<file path="src/design/hcbd_pkg.sv">
// hcbd_pkg: shared types and constants for the chunked body decoder
// transaction payload structs, result kind and error codes
// no dependencies
package hcbd_pkg;

  localparam logic [7:0] ByteCr = 8'h0D;
  localparam logic [7:0] ByteLf = 8'h0A;

  // a size line LF only counts from this byte of the line on
  localparam int unsigned MinLfCount = 3;

  localparam int unsigned SizeW = 12;
  localparam logic [SizeW-1:0] SizeMax = {SizeW{1'b1}};

  typedef enum logic [1:0] {
    KIND_NONE = 2'd0,
    KIND_DATA = 2'd1,
    KIND_DONE = 2'd2,
    KIND_ERR  = 2'd3
  } kind_e;

  typedef enum logic [1:0] {
    ERR_NONE     = 2'd0,
    ERR_LINE_LEN = 2'd1,
    ERR_TAIL     = 2'd2,
    ERR_CAPACITY = 2'd3
  } error_e;

  typedef enum logic {
    ACT_BYTE    = 1'b0,
    ACT_RESTART = 1'b1
  } action_e;

  typedef struct packed {
    logic       action;
    logic [7:0] body_byte;
  } in_item_t;

  typedef struct packed {
    logic [1:0]  kind;
    logic [7:0]  payload_byte;
    logic [15:0] payload_offset;
    logic [1:0]  error_code;
    logic [15:0] total_length;
  } out_item_t;

endpackage

</file>
<file path="src/design/http_chunked_body_decoder.sv">
// Chunked HTTP/1.1 body decoder: turns a chunked body, one byte per transaction,
// into payload bytes with their offsets, plus finish and error reports.
// Usage:
//   in channel  (in_valid_i/in_ready_o, in_data_i): one body byte or a restart
//     per transaction; a restart returns the parser to the start of a body.
//   out channel (out_valid_o/out_ready_i, out_data_o): exactly one result per
//     input transaction, in order; kind tells payload, finish, error or nothing.
//   cfg channel (cfg_valid_i/cfg_ready_o, cfg_data_i): writes buffer capacity;
//     always ready, write it only while the decoder is idle.
// The result is registered and shows in the cycle after its input transaction.
// One byte is taken every cycle while results are taken: the parser state
// updates in a single pass of compares and adds into the result register.
// The result register frees up in the same cycle it is taken, so a stalled
// receiver stalls the input only while a result is waiting.
// Reset clears the parser to the size line state, empties the result
// register and sets buffer capacity to 4096.
// After finish or an error the parser answers kind none until a restart.
module http_chunked_body_decoder
  import hcbd_pkg::*;
#(
  parameter int unsigned SIZE_LINE_BUFFER = 6
) (
  input  logic      clk_i,
  input  logic      rst_ni,
  input  logic      in_valid_i,
  output logic      in_ready_o,
  input  in_item_t  in_data_i,
  output logic      out_valid_o,
  input  logic      out_ready_i,
  output out_item_t out_data_o,
  input  logic      cfg_valid_i,
  output logic      cfg_ready_o,
  input  logic [15:0] cfg_data_i
);

  localparam int unsigned LcW = $clog2(SIZE_LINE_BUFFER);
  localparam logic [LcW-1:0] LineLimit = LcW'(SIZE_LINE_BUFFER - 1);
  localparam logic [LcW-1:0] LfMin = LcW'(MinLfCount);

  typedef enum logic [2:0] {
    PH_LINE  = 3'd0,
    PH_DATA  = 3'd1,
    PH_TAIL  = 3'd2,
    PH_FINAL = 3'd3,
    PH_IDLE  = 3'd4
  } phase_e;

  phase_e           phase_q, phase_d;
  logic [LcW-1:0]   line_cnt_q, line_cnt_d;
  logic [SizeW-1:0] size_q, size_d;
  logic             hex_stop_q, hex_stop_d;
  logic             last_cr_q, last_cr_d;
  logic [SizeW-1:0] left_q, left_d;
  logic [15:0]      total_q, total_d;
  logic [15:0]      capacity_q;

  logic      out_valid_q;
  out_item_t out_q, res;

  logic in_fire;

  logic [LcW-1:0]   line_cnt_inc;
  logic             is_hex;
  logic [3:0]       hex_val;
  logic [SizeW+3:0] size_acc;
  logic [17:0]      need;
  logic [7:0]       b;

  assign in_ready_o  = !out_valid_q || out_ready_i;
  assign in_fire     = in_valid_i && in_ready_o;
  assign cfg_ready_o = 1'b1;
  assign out_valid_o = out_valid_q;
  assign out_data_o  = out_q;

  assign b = in_data_i.body_byte;

  always_comb begin
    is_hex  = 1'b1;
    hex_val = 4'd0;
    if (b >= 8'h30 && b <= 8'h39) begin
      hex_val = 4'(b - 8'h30);
    end else if (b >= 8'h41 && b <= 8'h46) begin
      hex_val = 4'(b - 8'h37);
    end else if (b >= 8'h61 && b <= 8'h66) begin
      hex_val = 4'(b - 8'h57);
    end else begin
      is_hex = 1'b0;
    end
  end

  assign line_cnt_inc = line_cnt_q + LcW'(1);
  assign size_acc     = {size_q, 4'd0} + {{SizeW{1'b0}}, hex_val};
  // chunk fits when size + total + 1 <= capacity
  assign need = {6'd0, size_q} + {2'd0, total_q} + 18'd1;

  always_comb begin
    phase_d    = phase_q;
    line_cnt_d = line_cnt_q;
    size_d     = size_q;
    hex_stop_d = hex_stop_q;
    last_cr_d  = last_cr_q;
    left_d     = left_q;
    total_d    = total_q;

    res                = '0;
    res.kind           = KIND_NONE;
    res.error_code     = ERR_NONE;

    if (in_data_i.action == ACT_RESTART) begin
      phase_d    = PH_LINE;
      line_cnt_d = '0;
      size_d     = '0;
      hex_stop_d = 1'b0;
      last_cr_d  = 1'b0;
      left_d     = '0;
      total_d    = '0;
    end else begin
      case (phase_q)
        PH_LINE: begin
          line_cnt_d = line_cnt_inc;
          if (line_cnt_inc >= LfMin && last_cr_q && b == ByteLf) begin
            line_cnt_d = '0;
            size_d     = '0;
            hex_stop_d = 1'b0;
            last_cr_d  = 1'b0;
            if (size_q == '0) begin
              phase_d = PH_FINAL;
            end else if (need > {2'd0, capacity_q}) begin
              res.kind       = KIND_ERR;
              res.error_code = ERR_CAPACITY;
              phase_d        = PH_IDLE;
            end else begin
              left_d  = size_q;
              phase_d = PH_DATA;
            end
          end else begin
            if (!hex_stop_q) begin
              if (!is_hex) begin
                hex_stop_d = 1'b1;
              end else if (size_acc[SizeW+3:SizeW] != '0) begin
                size_d = SizeMax;
              end else begin
                size_d = size_acc[SizeW-1:0];
              end
            end
            last_cr_d = (b == ByteCr);
            if (line_cnt_inc >= LineLimit) begin
              res.kind       = KIND_ERR;
              res.error_code = ERR_LINE_LEN;
              phase_d        = PH_IDLE;
              line_cnt_d     = '0;
              size_d         = '0;
              hex_stop_d     = 1'b0;
              last_cr_d      = 1'b0;
            end
          end
        end
        PH_DATA: begin
          res.kind           = KIND_DATA;
          res.payload_byte   = b;
          res.payload_offset = total_q;
          total_d            = total_q + 16'd1;
          if (left_q <= SizeW'(1)) begin
            left_d     = '0;
            phase_d    = PH_TAIL;
            line_cnt_d = '0;
            last_cr_d  = 1'b0;
          end else begin
            left_d = left_q - SizeW'(1);
          end
        end
        PH_TAIL, PH_FINAL: begin
          if (line_cnt_q == '0) begin
            last_cr_d  = (b == ByteCr);
            line_cnt_d = LcW'(1);
          end else begin
            line_cnt_d = '0;
            size_d     = '0;
            hex_stop_d = 1'b0;
            last_cr_d  = 1'b0;
            if (!(last_cr_q && b == ByteLf)) begin
              res.kind       = KIND_ERR;
              res.error_code = ERR_TAIL;
              phase_d        = PH_IDLE;
            end else if (phase_q == PH_FINAL) begin
              res.kind = KIND_DONE;
              phase_d  = PH_IDLE;
            end else begin
              phase_d = PH_LINE;
            end
          end
        end
        default: begin
          // idle and unused codes: nothing to report
        end
      endcase
    end
    res.total_length = total_d;
  end

  always_ff @(posedge clk_i or negedge rst_ni) begin
    if (!rst_ni) begin
      phase_q     <= PH_LINE;
      line_cnt_q  <= '0;
      size_q      <= '0;
      hex_stop_q  <= 1'b0;
      last_cr_q   <= 1'b0;
      left_q      <= '0;
      total_q     <= '0;
      capacity_q  <= 16'd4096;
      out_valid_q <= 1'b0;
    end else begin
      if (cfg_valid_i && cfg_ready_o) begin
        capacity_q <= cfg_data_i;
      end
      if (in_fire) begin
        phase_q     <= phase_d;
        line_cnt_q  <= line_cnt_d;
        size_q      <= size_d;
        hex_stop_q  <= hex_stop_d;
        last_cr_q   <= last_cr_d;
        left_q      <= left_d;
        total_q     <= total_d;
        out_valid_q <= 1'b1;
      end else if (out_ready_i) begin
        out_valid_q <= 1'b0;
      end
    end
  end

  // result payload, no reset needed
  always_ff @(posedge clk_i) begin
    if (in_fire) begin
      out_q <= res;
    end
  end

  // every accepted transaction leaves a result behind
  assert property (@(posedge clk_i) disable iff (!rst_ni)
    in_fire |=> out_valid_o)
    else $error("result missing after input transaction");

  // a data chunk always has bytes left while in the data phase
  assert property (@(posedge clk_i) disable iff (!rst_ni)
    phase_q == PH_DATA |-> left_q != '0)
    else $error("data phase with no bytes left");

  // an error or finish result always parks the parser
  assert property (@(posedge clk_i) disable iff (!rst_ni)
    in_fire && (res.kind == KIND_ERR || res.kind == KIND_DONE) |=> phase_q == PH_IDLE)
    else $error("parser not idle after error or finish");

  // error code only accompanies an error result
  assert property (@(posedge clk_i) disable iff (!rst_ni)
    out_valid_o && out_data_o.kind != KIND_ERR |-> out_data_o.error_code == ERR_NONE)
    else $error("error code set on a non-error result");

endmodule
</file>
<file path="config.mk">
export PLATFORM = sky130hd
export DESIGN_NAME = http_chunked_body_decoder
export DESIGN_NICKNAME = d
export VERILOG_FILES = /design/src/design/hcbd_pkg.sv /design/src/design/http_chunked_body_decoder.sv
export SDC_FILE = /design/constraint.sdc
export NUM_CORES = 1
export LEC_CHECK = 0
export ABC_AREA = 1
export BUFFER_PORTS_ARGS = -buffer_cell sky130_fd_sc_hd__buf_4
export CAP_MARGIN = 15
export CORE_UTILIZATION = 59
export CTS_CLUSTER_DIAMETER = 60
export CTS_CLUSTER_SIZE = 12
export DETAILED_ROUTE_END_ITERATION = 10
export HOLD_SLACK_MARGIN = 0.15
export PLACE_DENSITY = 0.93
export RECOVER_POWER = 100
export SLEW_MARGIN = 20
export SYNTH_ARGS = -nofsm -noshare
export SYNTH_HDL_FRONTEND = slang
export SYNTH_SLANG_ARGS = --single-unit
</file>
<file path="constraint.sdc">
create_clock -name clk_i -period 4.3 [get_ports clk_i]
set_clock_uncertainty 0.1 [all_clocks]
set_input_delay 0.645 -clock clk_i [delete_from_list [all_inputs] [get_ports clk_i]]
set_output_delay 0.645 -clock clk_i [all_outputs]
set_load 0.01 [all_outputs]
</file>
==> results.py, run 1 <==
metrics = {
    "status": {
        "outcome": "finished with violations",
        "violations": "capacitance limit, slew limit",
    },
    "power_and_ir_drop": {
        "combPwrFrac_pct": 38.8,
        "switching_share_pct": 40.2,
        "seqPwrFrac_pct": 42.2,
        "p_per_area_mw_per_mm2": 469,
        "p_clk_share_pct": 19.1,
        "p_sw_mw": 1.32,
        "p_leak_nw": 3.27,
        "total_power_mw": 3.28,
        "ir_drop_v": 0.000264,
        "internal_power_mw": 1.96,
    },
    "final_layout": {
        "final_cell_area_mm2": 0.00701,
        "nets": 876,
        "syn_to_final_growth_pct": 8.28,
        "n_fill_cell": 870,
        "antenna_cells": 0,
        "layout-drive-gt1-share_pct": 11.8,
    },
    "place": {
        "placed_area_mm2": 0.00711,
        "gp_congestion": 0.935,
        "dp_hpwl_mm": 10.3,
        "portBuffers": 75,
    },
    "logic_synthesis": {
        "synthSimpleGateAreaFrac_pct": 23.8,
        "synthCells": 738,
        "synth_compound_area_share_pct": 11.3,
        "synth_adder_area_share_pct": 7.85,
        "synthTopCellsByArea": "dfrtp_1 25%, edfxtp_1 20%, nand2_1 8.5%",
        "yosysMostFrequentCell": "nand2_1",
        "syn_nets": 808,
        "synth_edf_count": 44,
        "synth_cell_types": 54,
        "async_reset_ff_share_pct": 59.6,
        "yosysSeqAreaShare_pct": 45.6,
        "synthXorXnorAreaFrac_pct": 3.38,
        "muxShareOfSynthArea_pct": 0.174,
        "synth_top_area_cell": "dfrtp_1",
        "synth_top_family_by_area": "simple AND/OR/NAND/NOR gates",
        "ys_ff_latch": 109,
        "yosysWarningCount": 0,
        "ys_top_cells_by_count": "146 x nand2_1, 92 x inv_1, 83 x nor2_1, 64 x dfrtp_1, 44 x edfxtp_1",
        "yosysTopAreaCellShare_pct": 24.8,
        "synth_area_per_cell_um2": 8.77,
        "syn_area_mm2": 0.00647,
        "synth_ff_type": "dfrtp_1",
    },
    "cts": {
        "clkTransAtPathRegs_ns": 0.12,
        "cts-resized-gates": 0,
        "cts_setup_buffers": 0,
        "clock-sinks": 109,
        "postCtsHoldBufs": 0,
        "cts_tree": "built",
        "root_buffer": "clkbuf_8",
        "clk-insertion-delay-late_ns": 0.38,
        "numCtsBuffers": 9,
        "clockBufferDepth": 2,
        "cts_htree_levels": 3,
    },
    "timing": {
        "grt_setup_unrepaired": "false",
        "fmax_mhz": 261,
        "worstMarginPinSlew_ns": 1.69,
        "setup_viol": 0,
        "period_needed_ns": 3.83,
        "holdWs_ns": 0.360,
        "min_period_over_period_pct": 89.2,
        "relSlewSlack_pct": -12.9,
        "fin_tns_setup_ns": 0,
        "hold_viol": 0,
        "maxSlewViolCount": 66,
    },
    "setup_path": {
        "worstSetupEndpointType": "flop",
        "worstPathArrival_ns": 3.99,
        "critPathLaunchType": "flop",
        "crit_type": "flop to flop",
        "critPathMaxFanout": 13,
        "r2r_start": "total_q[2]",
        "worstSetupStartpoint": "total_q[2]",
        "crit_required_ns": 4.46,
    },
    "worst_hold_path": {
        "hold_path_class": "primary input to flop",
        "min_from": "cfg_data_i[12]",
    },
    "flow_run": {
        "drv_cap": 1,
    },
    "floorplan": {
        "ioPinCount": 77,
        "die_h_um": 107,
        "fp.coreArea_mm2": 0.0105,
        "start_util_pct": 61.8,
        "rows": 37,
        "die_area_mm2": 0.0114,
        "die_width_um": 107,
    },
    "detailed_routing": {
        "vias": 5275,
        "vias_per_cell": 5.57,
        "drtIter0Drc": 507,
        "drc": 0,
        "dr.pass1.iters": 5,
        "wl_mm": 14.2,
        "ant_nets": 0,
        "wl_per_cell_um": 15.0,
    },
    "global_route": {
        "antenna_found_initial": 0,
        "grt_pass1_wl_mm": 23.4,
        "grt_start_max_net_pins": 66,
        "overflow": 0,
        "track_usage_pct": 25.9,
        "grt_pass1_vias": 4968,
    },
}
registers in the layout, summed over array words and instances, names as in the netlist:
register,cells
last_cr_q,1
out_valid_o,1
total_q,16
left_q,12
out_data_o,44
line_cnt_q,3
capacity_q,16
hex_stop_q,1
size_q,12
phase_q,3
critical path, cell delays in order (launching register included):
cell      delay (ns)
dfrtp_1         0.44
ha_1            0.36
nand3_1         0.09
nand2_1         0.08
nand2_1         0.06
a21oi_1         0.25
nand3_1         0.11
nand2_1         0.12
a21boi_0        0.14
o21ai_0         0.23
xor2_1          0.19
ha_1            0.27
a21oi_1         0.14
o21a_1          0.11
nand2_1         0.05
nand2_1         0.06
nand2_1         0.05
nand2_1         0.06
nand2_1         0.12
o21ai_2         0.14
buf_4           0.19
nand2_2         0.16
nand2_1         0.13
nand2_1         0.05
layout by cell type (no fill, tap or decap), drive strengths merged, types with 2 or more instances in the layout:
| master | count |
|---|---|
| o21ai | 53 |
| nand3b | 2 |
| a21oi | 27 |
| a31oi | 2 |
| xor2 | 18 |
| nand4 | 10 |
| clkinvlp | 2 |
| nand3 | 37 |
| nand2 | 155 |
| ha | 39 |
| nor4 | 3 |
| dfrtp | 64 |
| buf | 27 |
| o22ai | 23 |
| edfxtp | 44 |
| or2 | 2 |
| nor2 | 96 |
| inv | 105 |
| clkinv | 4 |
| clkbuf | 59 |
| xnor2 | 7 |
| nor3 | 20 |
path summary, 6_finish.rpt:
check / to / slack (ns) / depth (start not counted)
worst max-delay path: left_q[5] / 0.47 / 23
worst min-delay path: capacity_q[12] / 0.36 / 3
worst max register to register: left_q[5] / 0.47 / 23
worst min register to register: left_q[1] / 0.41 / 2
max in group asynchronous: size_q[1] / 2.49 / 1
min in group asynchronous: capacity_q[10] / 0.59 / 1
power groups by stage:
stage / combinational (mW) / clock (mW) / sequential [mW]
after global routing: 1.42 / 0.674 / 1.40
after CTS: 1.30 / 0.625 / 1.38
after detailed placement: 1.29 / 0 / 1.40
final: 1.27 / 0.626 / 1.38
after global placement: 1.24 / 0 / 1.39
after floorplan: 0.992 / 0 / 1.37
cell type report:
type | instances | area, µm² | area share [%]
flip-flops and latches | 109 | 2950 | 42.1
multi-input cells | 505 | 2900 | 41.4
repair buffers | 77 | 393 | 5.61
inverters | 104 | 392 | 5.59
well taps | 136 | 170 | 2.43
clock buffers | 9 | 124 | 1.77
clock inverters | 7 | 75.1 | 1.07
logic make-up after synthesis:
logic type | count (synthesis)
AND/OR/NAND/NOR | 325
buffers and inverters | 124
AO/OA/AOI/OAI | 113
flip-flops | 109
adder cells (fa/ha/maj) | 40
XOR/XNOR | 25
other | 1
multiplexers | 1
layer usage:
layer | part of all wire (%) | GRT usage [%]
met5 | 0 | 0
met4 | 2.0 | 9.88
met3 | 7.7 | 4.38
met2 | 46 | 41.1
met1 | 44 | 35.8
per-stage QoR:
step	setup slack [ns]	instances	utilization, %
2_1_floorplan	1.11	738	-
3_3_place_gp	0.784	931	68.0
3_5_place_dp	0.644	931	68.0
4_1_cts	0.541	947	69.9
5_1_grt	0.155	947	67.0
6_report	0.466	947	67.0
No activity file was read; power rests on OpenSTA's default activity.
==> run 2, diff against run 1 <==
--- a/config.mk
+++ b/config.mk
@@ -5,9 +5,7 @@
 export SDC_FILE = /design/constraint.sdc
 export NUM_CORES = 1
 export LEC_CHECK = 0
-export ABC_AREA = 1
 export BUFFER_PORTS_ARGS = -buffer_cell sky130_fd_sc_hd__buf_4
-export CAP_MARGIN = 15
 export CORE_UTILIZATION = 59
 export CTS_CLUSTER_DIAMETER = 60
 export CTS_CLUSTER_SIZE = 12
==> results.py, run 2 <==
metrics = {
    "final_layout": {
        "seq_area_mm2": 0.00295,
        "largest_register_ffs": 44,
        "post-route-util_pct": 68.2,
        "layout-drive-gt1-share_pct": 10.4,
        "antenna_cells": 0,
        "final_cell_mix": "99 x nand2_1, 64 x dfrtp_1, 58 x nor2_1, 50 x clkbuf_1, 45 x o21ai_0",
        "multiInputGateArea_mm2": 0.00322,
        "nets": 827,
        "final_common_cell": "nand2_1",
        "syn_to_final_growth_pct": 10.4,
        "n_fill_cell": 788,
    },
    "logic_synthesis": {
        "ys_top_cells_by_count": "99 x nand2_1, 64 x dfrtp_1, 59 x nor2_1, 46 x o21ai_0",
        "synth_area_per_cell_um2": 9.40,
        "yosysWarningCount": 0,
        "synth_edf_count": 44,
        "synthTopCellsByArea": "dfrtp_1 25%, edfxtp_1 20%, ha_1 7.6%",
        "syn_nets": 757,
        "async_reset_ff_share_pct": 59.6,
        "synth_top_area_cell": "dfrtp_1",
        "syn_area_mm2": 0.00646,
        "synthCells": 687,
        "yosysTopAreaCellShare_pct": 24.8,
        "yosysSeqAreaShare_pct": 45.7,
        "synth_cell_types": 73,
        "synth_ff_type": "dfrtp_1",
        "ys_ff_latch": 109,
        "yosysMostFrequentCell": "nand2_1",
    },
    "floorplan": {
        "die_h_um": 107,
        "rows": 37,
        "ioPinCount": 77,
        "fp.coreArea_mm2": 0.0105,
        "start_util_pct": 61.7,
        "die_width_um": 107,
        "die_area_mm2": 0.0114,
    },
    "setup_path": {
        "worstSetupEndpointType": "flop",
        "critPathMaxStageDelay_ns": 0.43,
        "critPathLaunchType": "flop",
        "worstPathArrival_ns": 4.14,
        "cp_cell_sequence": "inv_1 -> ha_1 -> inv_1 -> fa_1 -> a211oi_2 -> o211ai_1 -> nand3_1 -> o21ai_0 -> a21oi_2 -> nor2_1 -> xor2_1 -> ha_1 -> a21oi_1 -> o21ai_1 -> a221oi_4 -> o21ai_2 -> a21boi_0 -> nor3_1",
        "slowest_stage": "fa_1",
        "critPathMaxFanout": 4,
        "crit_type": "flop to flop",
        "crit_required_ns": 4.33,
    },
    "cts": {
        "clockBufferDepth": 2,
        "clk-insertion-delay-late_ns": 0.38,
        "numCtsBuffers": 9,
        "cts_tree": "built",
        "clkTransAtPathRegs_ns": 0.10,
        "root_buffer": "clkbuf_8",
        "cts_htree_levels": 3,
        "clock-sinks": 109,
        "postCtsHoldBufs": 0,
    },
    "timing": {
        "min_period_over_period_pct": 95.6,
        "relSlewSlack_pct": -13.7,
        "worstMarginPinSlew_ns": 1.71,
        "setup_viol": 0,
        "fmax_mhz": 243,
        "period_needed_ns": 4.11,
        "hold_viol": 0,
        "maxSlewViolCount": 66,
        "fin_tns_setup_ns": 0,
        "holdWs_ns": 0.361,
        "final.setup.worst_slack_ns": 0.189,
    },
    "global_route": {
        "grt_pass1_wl_mm": 26.7,
        "track_usage_pct": 29.7,
        "overflow": 0,
        "grt_start_max_net_pins": 66,
        "antenna_found_initial": 0,
        "grt_pass1_vias": 5515,
    },
    "worst_hold_path": {
        "hold_path_class": "primary input to flop",
    },
    "detailed_routing": {
        "drc": 0,
        "vias": 5749,
        "drtIter0Drc": 529,
        "dr.pass1.iters": 6,
        "wl_per_cell_um": 18.0,
        "vias_per_cell": 6.40,
        "wl_mm": 16.2,
        "ant_nets": 0,
    },
    "power_and_ir_drop": {
        "p_leak_nw": 3.11,
        "p_per_area_mw_per_mm2": 415,
        "total_power_mw": 2.96,
        "ir_drop_v": 0.000194,
    },
    "place": {
        "dp_hpwl_mm": 11.5,
        "portBuffers": 75,
        "dp_slack_ns": -0.0185,
        "gp_congestion": 0.922,
    },
    "flow_run": {
        "drv_cap": 1,
    },
    "status": {
        "outcome": "finished with violations",
        "violations": "capacitance limit, slew limit",
    },
}
==> run 2: cell types whose count changed after synthesis, sizes merged, moves of 13 or more <==
cell | before | now
nand3 | 37 | 13
and3 | 0 | 27
nor2 | 96 | 62
nand2 | 155 | 99
a21oi | 27 | 44
o22ai | 23 | 7
inv | 103 | 42
clkbuf | 10 | 23
o31ai | 1 | 18
==> run 2: worst paths after layout <==
check	slack (ns)	end	cells past startpoint	from
max in group asynchronous	2.48	left_q[8]	1	rst_ni
hold / removal	0.36	capacity_q[15]	3	cfg_data_i[15]
setup reg to reg	0.19	out_data_o[16]	18	total_q[0]
min in group asynchronous	0.56	line_cnt_q[2]	1	rst_ni
hold reg to reg	0.45	out_valid_o	2	out_valid_o
setup / recovery	0.19	out_data_o[16]	18	total_q[0]
==> run 2: metrics by stage <==
| stage | cells | cell area, µm² |
|---|---|---|
| 2_1_floorplan | 687 | 6460 |
| 3_3_place_gp | 877 | 7130 |
| 3_5_place_dp | 877 | 7130 |
| 4_1_cts | 893 | 7290 |
| 5_1_grt | 898 | 7130 |
| 6_report | 898 | 7130 |
==> run 2: report_power, final <==
part           internal, mW  leakage, nW  total, mW  switching [mW]
Combinational         0.394         1.74       1.03           0.633
Clock                 0.209       0.0849      0.560           0.350
Sequential             1.22         1.28       1.37           0.153
==> run 2: logic make-up after synthesis <==
| family | Yosys count | synth area share [%] |
|---|---|---|
| XOR/XNOR | 26 | 3.53 |
| flip-flops | 109 | 45.7 |
| other | 1 | 0.0581 |
| multiplexers | 2 | 0.329 |
| adder cells (fa/ha/maj) | 40 | 7.86 |
| buffers and inverters | 72 | 4.53 |
| AO/OA/AOI/OAI | 175 | 18.4 |
| AND/OR/NAND/NOR | 262 | 19.7 |
==> run 2: cell type report <==
| type | count | area share [%] |
|---|---|---|
| Timing Repair Buffer | 88 | 6.67 |
| Clock buffer | 11 | 1.84 |
| Inverter | 42 | 2.21 |
| Clock inverter | 5 | 0.386 |
| Multi-Input combinational cell | 507 | 45.1 |
| Sequential cell | 109 | 41.4 |
| Tap cell | 136 | 2.39 |
==> run 2: per-layer routing <==
layer  up-vias  GRT usage (%)  wire length, µm
li1       2620              -                -
met1      2695           39.4             6410
met2       376           48.5             7770
met3        58           5.11             1550
met4         0           11.9              475
met5         -              0                0
==> run 2: worst max-delay path, delay by kind of cell, from the launching register on <==
kind / cells / cell delay (ns)
AOI/OAI and AO/OA: 9 / 1.79
xor gates and xnor gates: 1 / 0.14
adders and majority gates: 3 / 0.94
buffers and inverters: 2 / 0.15
DFF: 1 / 0.42
and+or+nand+nor: 3 / 0.31
==> run 2: what timing repair did <==
action	4_1_cts	5_1_grt
endpoints found under the setup margin	11	18
pin swaps	0	4
hold endpoints to repair	0	0
buffers inserted	0	4
gates resized for setup	2	11
cloned	0	1
==> run 3, diff against run 2 <==
--- a/config.mk
+++ b/config.mk
@@ -17,3 +17,4 @@
 export SYNTH_ARGS = -nofsm -noshare
 export SYNTH_HDL_FRONTEND = slang
 export SYNTH_SLANG_ARGS = --single-unit
+export TNS_END_PERCENT = 50
==> constraint.sdc (replaced) <==
create_clock -name clk_i -period 4.2 [get_ports clk_i]
set_clock_uncertainty 0.1 [all_clocks]
set_input_delay 0.63 -clock clk_i [delete_from_list [all_inputs] [get_ports clk_i]]
set_output_delay 0.63 -clock clk_i [all_outputs]
set_load 0.01 [all_outputs]
==> results.py, run 3 (same netlist as run 2, synthesis figures left out) <==
metrics = {
    "global_route": {
        "overflow": 0,
        "antenna_found_initial": 0,
        "track_usage_pct": 28.4,
        "grt_start_max_net_pins": 66,
        "grt_pass1_wl_mm": 25.3,
        "grt_pass1_vias": 5293,
    },
    "final_layout": {
        "post-route-util_pct": 68.9,
        "multiInputGateArea_mm2": 0.00319,
        "syn_to_final_growth_pct": 11.6,
        "largest_register_ffs": 44,
        "seq_area_mm2": 0.00295,
        "final_cell_mix": "99 x nand2_1, 64 x dfrtp_1, 59 x nor2_1, 49 x clkbuf_1, 45 x buf_4",
        "antenna_cells": 0,
        "final_common_cell": "nand2_1",
        "layout-drive-gt1-share_pct": 10.9,
        "nets": 834,
        "n_fill_cell": 770,
    },
    "detailed_routing": {
        "drtIter0Drc": 596,
        "wl_per_cell_um": 17.4,
        "drc": 0,
        "wl_mm": 15.7,
        "dr.pass1.iters": 5,
        "ant_nets": 0,
        "vias": 5652,
        "vias_per_cell": 6.25,
    },
    "place": {
        "dp_slack_ns": -0.139,
        "gp_congestion": 0.911,
        "portBuffers": 75,
        "dp_hpwl_mm": 11.2,
    },
    "setup_path": {
        "worstSetupStartpoint": "total_q[1]",
        "reg2reg_depth": 17,
        "critPathMaxFanout": 4,
        "slowest_stage": "dfrtp_1",
        "crit_type": "flop to flop",
        "r2r_end": "out_data_o[43]",
        "cp_top_family": "compound AO/OA/AOI/OAI gates",
        "crit_required_ns": 4.32,
        "worstPathArrival_ns": 4.16,
        "critPathBufInv": 2,
        "critPathMaxStageDelay_ns": 0.40,
        "critPathLaunchType": "flop",
        "worstSetupEndpointType": "flop",
        "r2r_start": "total_q[1]",
        "cp_cell_sequence": "ha_1 -> nor2b_1 -> o31a_1 -> o21ai_1 -> a311oi_1 -> buf_4 -> o31ai_1 -> a21oi_1 -> xor2_1 -> ha_1 -> nand4_1 -> nor2_1 -> a221oi_2 -> buf_4 -> o21ai_2 -> nand4_1 -> a311oi_2",
        "regToRegSetupSlack_ns": 0.16,
    },
    "timing": {
        "hold_viol": 0,
        "maxSlewViolCount": 66,
        "relSlewSlack_pct": -11.5,
        "min_period_over_period_pct": 96.2,
        "worstMarginPinSlew_ns": 1.67,
        "setup_viol": 0,
        "period_needed_ns": 4.04,
        "final.setup.worst_slack_ns": 0.161,
        "fmax_mhz": 248,
    },
    "floorplan": {
        "fp.coreArea_mm2": 0.0105,
        "die_width_um": 107,
        "rows": 37,
        "die_h_um": 107,
        "die_area_mm2": 0.0114,
        "start_util_pct": 61.7,
        "ioPinCount": 77,
    },
    "status": {
        "outcome": "finished with violations",
        "violations": "capacitance limit, slew limit",
    },
    "power_and_ir_drop": {
        "p_per_area_mw_per_mm2": 439,
        "ir_drop_v": 0.000251,
        "p_leak_nw": 3.16,
    },
    "cts": {
        "numCtsBuffers": 9,
        "cts_tree": "built",
        "clk-insertion-delay-late_ns": 0.38,
        "clkTransAtPathRegs_ns": 0.10,
        "root_buffer": "clkbuf_8",
        "clock-sinks": 109,
        "cts_htree_levels": 3,
        "clockBufferDepth": 2,
    },
    "worst_hold_path": {
        "hold_path_end": "out_valid_o",
        "hold_path_class": "primary input to flop",
        "min_from": "in_valid_i",
        "hold_depth": 2,
    },
    "flow_run": {
        "drv_cap": 1,
    },
}
==> run 3: changes by cell type in the layout (fill, tap and decap cells not counted), moves of 2 or more <==
cell | previous run | this run
bufinv_16 | 0 | 2
buf_4 | 38 | 45
o21ai_1 | 3 | 5
a21oi_2 | 2 | 0
o31ai_1 | 15 | 17
a21oi_1 | 42 | 44
o31ai_2 | 3 | 1
==> run 3: what timing repair did <==
action / CTS / global route
buffers inserted: 0 / 4
hold buffers: 0 / 0
setup endpoints to repair: 15 / 18
resized for setup: 2 / 8
pin swaps: 1 / 5
cloned: 0 / 1
==> run 3: worst max-delay path by stage <==
stage,end,depth (start not counted)
final,out_data_o[43],17
after global placement,out_data_o[16],16
after CTS,left_q[11],19
after global routing,out_data_o[43],17
after floorplan,left_q[11],16
after detailed placement,out_data_o[16],18
==> run 3: through the flow <==
stage                     total power [mW]  area [µm²]  hold slack (ns)  TNS [ns]  std cells
after floorplan                       2.13        6460            0.234         0        687
after global placement                2.42        7180            0.387         0        884
after detailed placement              2.47        7180            0.400    -0.688        884
after CTS                             3.17        7400            0.283         0        900
after global routing                  3.35        7210            0.346    -0.174        905
final                                 3.16        7210            0.344         0        905
==> run 3: per-layer routing <==
layer	up-vias	global-route usage (%)	share of wire [%]
met5	-	0	0
met4	0	12.9	3.8
met3	66	5.35	9.2
met2	349	45.8	46
met1	2609	37.3	41
li1	2628	-	-
==> run 3: area by class of cell <==
type	count	area share (%)
clock buffers	10	1.77
clock inverters	6	1.20
inverters	42	2.19
multi-input cells	507	44.3
flip-flops and latches	109	40.9
well taps	136	2.36
repair buffers	95	7.32
==> run 3: worst reg2reg max path, delay by kind of cell (launching register included) <==
family / cells / cell delay [ns]
AO/OA/AOI/OAI: 8 / 1.68
adder cells (fa/ha/maj): 2 / 0.62
AND/OR/NAND/NOR: 4 / 0.61
flip-flops: 1 / 0.40
buffers and inverters: 2 / 0.31
XOR/XNOR: 1 / 0.17
==> run 3: report_power, final <==
group	total [mW]	switching, mW	internal [mW]
Clock	0.710	0.373	0.337
Combinational	1.06	0.646	0.413
Sequential	1.39	0.144	1.25
